===== config.mk =====
export PLATFORM = sky130hd
export DESIGN_NAME = tde_ram
export DESIGN_NICKNAME = d
export VERILOG_FILES = /design/src/sv/tde_ram.sv
export SDC_FILE = /design/constraint.sdc
export NUM_CORES = 2
export LEC_CHECK = 0
export ABC_CLOCK_PERIOD_IN_PS = 5900
export BUFFER_PORTS_ARGS = -buffer_cell sky130_fd_sc_hd__buf_2
export CAP_MARGIN = 20
export CORE_MARGIN = 5
export CORE_UTILIZATION = 25
export DETAILED_ROUTE_END_ITERATION = 12
export PLACE_DENSITY = 0.36
export SYNTH_ARGS = -nofsm -noshare
export SYNTH_HDL_FRONTEND = slang
export SYNTH_SLANG_ARGS = --single-unit

===== constraint.sdc =====
create_clock -name clk -period 5.9 [get_ports clk]
set_input_delay 0 -clock clk [delete_from_list [all_inputs] [get_ports clk]]
set_output_delay 0 -clock clk [all_outputs]
set_load 0.005 [all_outputs]

===== src/sv/tde_ram.sv =====
// Generic single-port RAM with registered read data.
`timescale 1ns / 1ps

module tde_ram #(
    parameter int WIDTH = 8,
    parameter int DEPTH = 256,
    localparam int ADDR_W = $clog2(DEPTH)
) (
    input  logic              clk,
    input  logic              en,
    input  logic              we,
    input  logic [ADDR_W-1:0] addr,
    input  logic [WIDTH-1:0]  wdata,
    output logic [WIDTH-1:0]  rdata
);

    logic [WIDTH-1:0] mem [DEPTH];

    always_ff @(posedge clk)
    begin
        if (en)
        begin
            if (we)
            begin
                mem[addr] <= wdata;
            end
            else
            begin
                rdata <= mem[addr];
            end
        end
    end

endmodule


==> impl_metrics.ini <==
[run_status]
status = completed

[routing]
post_drt_via_cell_ratio = 4.59
wl_per_cell_um = 29.4
num_vias = 36900
routed_wl_mm = 236
drcViolationCount = 0
first_pass_iters = 5
initialDrtViolationCount = 3529
drtAntennaViolNets = 0

[clocking]
cts_tree = built
clk_latency_ns = 0.89
cts_made_buffers = 236
cts_sinks = 2056
cts_max_level = 4
cts.clk_slew.worst_paths_ns = 0.06
clk_path_buf_depth = 4
cts_resized = 0
root_buffer = clkbuf_16
postCtsSetupBuffers = 0

[placement]
dp.cells = 7576
io_buffer_count = 26
post-dp-hpwl_mm = 135
placed_area_sq_um = 84000
routabilityCongestion = 0.723

[sta]
skew_ns = 0.0664
setup_viol = 0
tns_ns = 0
min_period_ns = 3.50
fmax_mhz = 286
slew_viol_final = 0
min_period_over_period = 0.593
worst_slew_pin_slew_ns = 1.18
slew_headroom = 0.205
timing.hold.ws_ns = 0.184
hold_viol = 0
grt_setup_unrepaired = no

[floorplanning]
top_level_ports = 27
fp.dieW_um = 570
start_util = 0.251
rows = 205
die_y_um = 570
die_area_sq_um = 325000
fp.coreArea_sq_um = 312000

[logic_synthesis]
synth_cells = 3526
synth_simple_gate_area_frac = 0.0161
synth_fa_ha_area_frac = 0
synth.most_common_cell = edfxtp_1
netlist_area_sq_um = 78400
ys_ff_latch = 2056
ys_seq_area_frac = 0.788
synth_area_leaders = edfxtp_1 (79%), mux4_2 (15%), a22oi_1 (2.5%)
synth_ff_type = edfxtp_1
synthArstFlopShare = 0
synth_area_per_cell_sq_um = 22.2
ys_warn_count = 0
synth_nets = 3545
synth_cell_types = 21
synth_compound_area_frac = 0.0363
muxShareOfSynthArea = 0.147
netlist_top_cells_count = edfxtp_1 (2056), mux4_2 (512), nor2_1 (259), a22oi_1 (256), clkbuf_1 (143)
yosys.area.top_type_share = 0.788
synth_top_area_cell = edfxtp_1
synth_top_family_by_area = multiplexers
synth_edf_count = 2056
synth_xor_area_frac = 0

[finish]
drive_gt1_frac = 0.260
register_area_sq_um = 61700
final_area_sq_um = 91800
layout.nets = 3708
syn2layout_area_growth_pct = 17.2
multiInputGateArea_sq_um = 15800
fin_cells = 8025
nFillCells = 30200
fin_util = 0.294

[job]
max_cap_viol_count = 0

[global_routing]
grt.total_usage = 0.142
grt_max_degree = 170
grt_pass1_wl_mm = 327
grt_pass1_vias = 39100
grt_antenna_before_repair = 19
grt-ovfl-total = 0

[worst_setup_path]
critPathCaptureType = flop
worstPathCellList = buf_8 > buf_4 > buf_4 > mux4_2 > a22oi_1 > a21oi_1 > o41ai_1 > buf_4 > nand4_1
cpMostUsedCell = buf_4
slowest_delay_ns = 1.06
slowest_stage = o41ai_1
startpoint_type = primary input
crit_required_ns = 6.48
crit_fanout = 48
crit_type = in -> reg
worstPathArrival_ns = 4.08

[power_and_ir_drop]
p_per_area_nw_per_um2 = 350
power_leakage_nw = 27.3
ir_worst_vdd_uv = 267

[min_path]
hold_path.class = in -> reg
## area by class of cell
type / count / area share
clock buffers: 278 / 0.0665
flip-flops and latches: 2056 / 0.672
repair buffers: 150 / 0.0164
clock inverters: 151 / 0.0167
diodes: 5 / 0.000136
well taps: 4140 / 0.0564
multi-input cells: 1245 / 0.172
## where the power goes
group          total (mW)  switching, mW  internal [mW]
registers            16.1         0.0103           16.1
clock network        14.7           5.97           8.69
logic                1.41          0.951          0.463
total                32.2           6.93           25.2
## path summary, 6_finish.rpt
check / to / start / cells after the start / slack (ns)
setup / recovery: rdata[1] / addr[0] / 9 / 2.40
hold reg to reg: rdata[5] / mem[99][5] / 5 / 1.05
setup reg to reg: rdata[1] / mem[42][1] / 6 / 2.67
hold / removal: mem[74][1] / wdata[1] / 2 / 0.18
## state kept, by name, indices dropped and copies added, names as in the netlist
signal	flops
mem	2048
rdata	8
## per-layer routing
metal	vias to the layer above	global-route usage	share of wire
met4	6	0.0404	0.031
met2	872	0.222	0.46
met5	-	0	0.00019
met3	339	0.0288	0.048
li1	15400	-	-
met1	20300	0.201	0.46
## critical path, delay by kind of cell
kind	cells	cell delay (ns)
buffers and inverters	4	1.76
AO/OA/AOI/OAI	3	1.41
multiplexers	1	0.58
AND/OR/NAND/NOR	1	0.09
## repair_timing
item / in CTS / in global routing
hold buffers: 13 / 0
endpoints found under the hold margin: 834 / 0
endpoints found under the setup margin: 0 / 0
## cell usage in the layout, fill, tap and decap left out, types with 2 or more instances in the layout
master	count
nor2b_2	2
buf_12	24
diode_2	5
nor2b_4	2
nor3b_1	2
mux4_2	512
nand4_1	8
nand2b_2	2
nand2_4	6
clkbuf_16	238
buf_2	19
a21oi_1	128
dlygate4sd3_1	13
nor2b_1	3
nand2_1	13
a22oi_1	256
nand2_2	11
nand3_1	4
buf_4	81
clkinv_2	46
edfxtp_1	2056
buf_8	11
inv_6	3
clkinv_8	3
nor2_1	257
bufinv_16	31
clkinvlp_4	5
o41ai_1	29
o41ai_2	3
clkbuf_1	40
clkinv_1	61
## stage by stage
stage          total power [mW]  setup WS [ns]
3_5_place_dp               17.9           1.53
3_3_place_gp               17.9           1.33
4_1_cts                    32.6           2.50
2_1_floorplan              17.1           3.60
5_1_grt                    33.3           2.38
6_report                   32.2           2.40
## kinds of logic after synthesis
group / after synthesis
DFF: 2056
AOI/OAI and AO/OA: 416
muxes: 512
buffers and inverters: 225
and+or+nand+nor: 317
Power figures use the tool's default switching activity.
