File: src/sv/tde_pkg.sv
// Shared constants and types for the token dictionary expander.
`timescale 1ns / 1ps

package tde_pkg;

    localparam int MAX_TOKENS   = 4096;
    localparam int DICT_BYTES   = 65536;
    localparam int CHUNK_BYTES  = 8;
    localparam int MAX_CHUNKS   = 64;
    localparam int CHUNK_LIMIT  = MAX_CHUNKS * CHUNK_BYTES;

    localparam int REQ_W        = 2;
    localparam int DICT_ADDR_W  = 16;
    localparam int OFFSET_IDX_W = 13;
    localparam int OFFSET_W     = 17;
    localparam int TOKEN_W      = 12;
    localparam int LEN_W        = 10;
    localparam int TAKE_W       = 4;
    localparam int BIDX_W       = 3;
    localparam int RD_ADDR_W    = 18;
    localparam int POS_W        = 32;
    localparam int CHUNK_W      = CHUNK_BYTES * 8;

    localparam logic [REQ_W-1:0] REQ_WRITE_BYTE   = 2'd0;
    localparam logic [REQ_W-1:0] REQ_WRITE_OFFSET = 2'd1;
    localparam logic [REQ_W-1:0] REQ_EXPAND       = 2'd2;
    localparam logic [REQ_W-1:0] REQ_RESTART      = 2'd3;

    typedef struct packed {
        logic              clear;
        logic              insert;
        logic [BIDX_W-1:0] idx;
        logic [7:0]        byte_val;
    } asm_ctrl_t;

endpackage

File: src/sv/tde_chunk_asm.sv
// Chunk assembler that shifts each fetched byte into its lane of the chunk word.
`timescale 1ns / 1ps

module tde_chunk_asm
    import tde_pkg::*;
(
    input  logic               clk,
    input  logic               rst_n,
    input  asm_ctrl_t          ctrl,
    output logic [CHUNK_W-1:0] chunk
);

    logic [CHUNK_W-1:0] chunk_reg;
    logic [CHUNK_W-1:0] chunk_next;

    always_comb
    begin
        chunk_next = chunk_reg;
        if (ctrl.clear)
        begin
            chunk_next = '0;
        end
        else if (ctrl.insert)
        begin
            chunk_next = chunk_reg
                | ({{(CHUNK_W-8){1'b0}}, ctrl.byte_val} << {ctrl.idx, 3'b000});
        end
    end

    always_ff @(posedge clk or negedge rst_n)
    begin
        if (!rst_n)
        begin
            chunk_reg <= '0;
        end
        else
        begin
            chunk_reg <= chunk_next;
        end
    end

    assign chunk = chunk_reg;

endmodule

File: config.mk
export PLATFORM = sky130hd
export DESIGN_NAME = tde_chunk_asm
export DESIGN_NICKNAME = d
export VERILOG_FILES = /design/src/sv/tde_pkg.sv /design/src/sv/tde_chunk_asm.sv
export SDC_FILE = /design/constraint.sdc
export NUM_CORES = 1
export LEC_CHECK = 0
export ABC_AREA = 1
export CAP_MARGIN = 10
export CORE_MARGIN = 1.5
export CORE_UTILIZATION = 45
export CTS_CLUSTER_DIAMETER = 150
export DETAILED_ROUTE_END_ITERATION = 12
export DONT_BUFFER_PORTS = 1
export SLEW_MARGIN = 20
export SYNTH_ARGS = -nofsm -noshare
export SYNTH_HDL_FRONTEND = slang
export SYNTH_SLANG_ARGS = --single-unit
File: constraint.sdc
create_clock -name clk -period 1.1 [get_ports clk]
set_clock_uncertainty 0.1 [all_clocks]
set_input_delay 0.11 -clock clk [delete_from_list [all_inputs] [get_ports clk]]
set_output_delay 0.11 -clock clk [all_outputs]
set_load 0.02 [all_outputs]
==> reports/metrics.yaml <==
track_usage_pct: 21.7
drt.antenna.violating_nets: 0
clockBufferDepth: 2
path_clk_slew_ns: 0.06
overflow: 0
cts_buffers: 9
synthCells: 305
pin_count: 79
critical_path.max_stage_delay_ns: 0.42
initial_core_util_pct: 46.8
layout_setup_ws_ns: -0.0195
finalCritPeriodShare_pct: 102
finalWirelength_mm: 6.60
p_total_mw: 4.77
ys_warn_count: 0
dr.pass1.iters: 4
syn_area_um2: 2790
place.detailed.hpwl_mm: 4.23
cpMaxStageDelayCell: "dfrtp_1"
post-route-min-period_ns: 1.12
cts_max_level: 3
drt_iter0_drc: 130
fmax_mhz: 893
switching_share_pct: 23.7
hold_viol: 128
postSynthAreaPerCell_um2: 9.14
max-cap-violations: 0
antenna_found_initial: 0
whs_ns: -0.645
final_common_cell: "nor2_1"
seq_area_frac_synth_pct: 57.5
synth_nets: 320
clk_latency_ns: 0.34
final_area_um2: 3580
portBuffers: 0
layout_common_cells: "nor2_1 (75), dfrtp_1 (64), buf_6 (42)"
start_kind: "flip-flop"
p_per_area_nw_per_um2: 1330
area_delta_synth_final_pct: 28.6
die_h_um: 81.7
drive_gt1_share_pct: 28.2
relSlewSlack_pct: 71.5
p_leak_nw: 1.69
cts.sinks: 64
power.switching_mw: 1.13
final.fill_count: 569
crit_type: "flip-flop to primary output"
regArea_um2: 1600
antenna_cells: 0
viasPerCell: 4.92
core_um2: 5960
dp_slack_ns: 0.186
vdd_drop_max_uv: 806
violations: "hold timing, setup timing"
die_x_um: 81.7
worst_hold_path_type: "input pin to asynchronous set/reset pin"
cpLargestDelayFamily: "flip-flops"
worstPathBufferInverterCount: 1
drc_errors: 0
gp_congestion: 0.752
grt_max_degree: 65
r2r_slack_ns: 0.09
ys_types: 20
end_kind: "primary output"
status: "finished with violations"
stdcell_count: 440
wl_per_cell_um: 15.0
grt_pass1_wl_mm: 10.4
synth-seq-cells: 64
p_seq_share_pct: 51.6
worstPathRequired_ns: 0.89
cts_tree: "built"
clock_power_share_pct: 41.1
root_buffer: "clkbuf_8"
largest_reg_flops: 64
tightest_slew_ns: 0.426
path_max_fanout: 2
nNetsFinal: 376
placed_area_um2: 3100
combPwrFrac_pct: 7.3
finalSetupViolCount: 3
die_area_um2: 6680
rsz0062_at_grt: "true"
cellInternalPower_mw: 3.64
dp_cells: 406
first_global_vias: 2097
fp-row-count: 28
via_count: 2163
multi_input_area_um2: 890
crit_chain: "buf_6"
cp.arrival_ns: 0.91
drv_slew: 0
-- metal layers --
| metal | global-route usage (%) | up-vias | part of all wire, % |
|---|---|---|---|
| li1 | - | 1060 | - |
| met1 | 26.8 | 1013 | 42 |
| met2 | 33.6 | 80 | 47 |
| met3 | 7.56 | 10 | 9.0 |
| met4 | 11.2 | 0 | 1.7 |
| met5 | 0 | - | 0 |
-- final cells by class --
type                    count  area share [%]
inverters                  44            4.75
flip-flops and latches     64            44.7
multi-input cells         179            24.8
clock inverters             4            1.26
clock buffers              11            3.94
repair buffers             63            17.9
well taps                  75            2.62
-- power groups by stage --
stage | clock network, mW | registers (mW) | logic [mW]
floorplan | 0 | 2.53 | 0.251
global placement | 0 | 2.50 | 0.309
detailed placement | 0 | 2.50 | 0.312
CTS | 1.99 | 2.46 | 0.338
global route | 2.10 | 2.47 | 0.389
finish | 1.96 | 2.46 | 0.350
-- worst paths after layout --
check,endpoint,depth (start not counted),from
worst max-delay path,chunk[48],1,chunk[48]$_DFFE_PN0P_
worst min-delay path,chunk[19]$_DFFE_PN0P_,0,rst_n
worst max register to register,chunk[43]$_DFFE_PN0P_,4,chunk[43]$_DFFE_PN0P_
worst min register to register,chunk[26]$_DFFE_PN0P_,2,chunk[26]$_DFFE_PN0P_
max in group asynchronous,chunk[10]$_DFFE_PN0P_,0,rst_n
min in group clk,chunk[18]$_DFFE_PN0P_,1,ctrl[12]
-- through the flow --
stage	utilization, %	TNS (ns)
after floorplan	-	0
after global placement	52.0	0
after detailed placement	52.0	0
after CTS	58.2	-0.122
after global routing	60.2	-0.349
final	60.2	-0.0524
-- what timing repair did --
action / in CTS / in global routing
endpoints found under the hold margin: 128 / 128
setup endpoints to repair: 32 / 40
pin swaps: 0 / 0
gates resized for setup: 29 / 13
buffers inserted: 10 / 9
-- logic make-up (layout without fill, tap and decap cells) --
| kind of cell | Yosys count | in the layout | share of synthesized area (%) |
|---|---|---|---|
| buffers and inverters | 62 | 122 | 10.6 |
| AO/OA/AOI/OAI | 48 | 48 | 9.69 |
| AND/OR/NAND/NOR | 131 | 131 | 22.2 |
| flip-flops | 64 | 64 | 57.5 |
-- cells in the mapped netlist (all sizes together) --
| cell type | instances | area, um^2 |
|---|---|---|
| dfrtp | 64 | 1600 |
| inv | 43 | 161 |
| nand2 | 10 | 45.0 |
| clkinv | 1 | 8.76 |
| nor2 | 81 | 334 |
| nand3 | 40 | 240 |
| clkbuf | 2 | 8.75 |
| a21oi | 48 | 270 |
| buf | 16 | 118 |
Power figures use the tool's default switching activity.
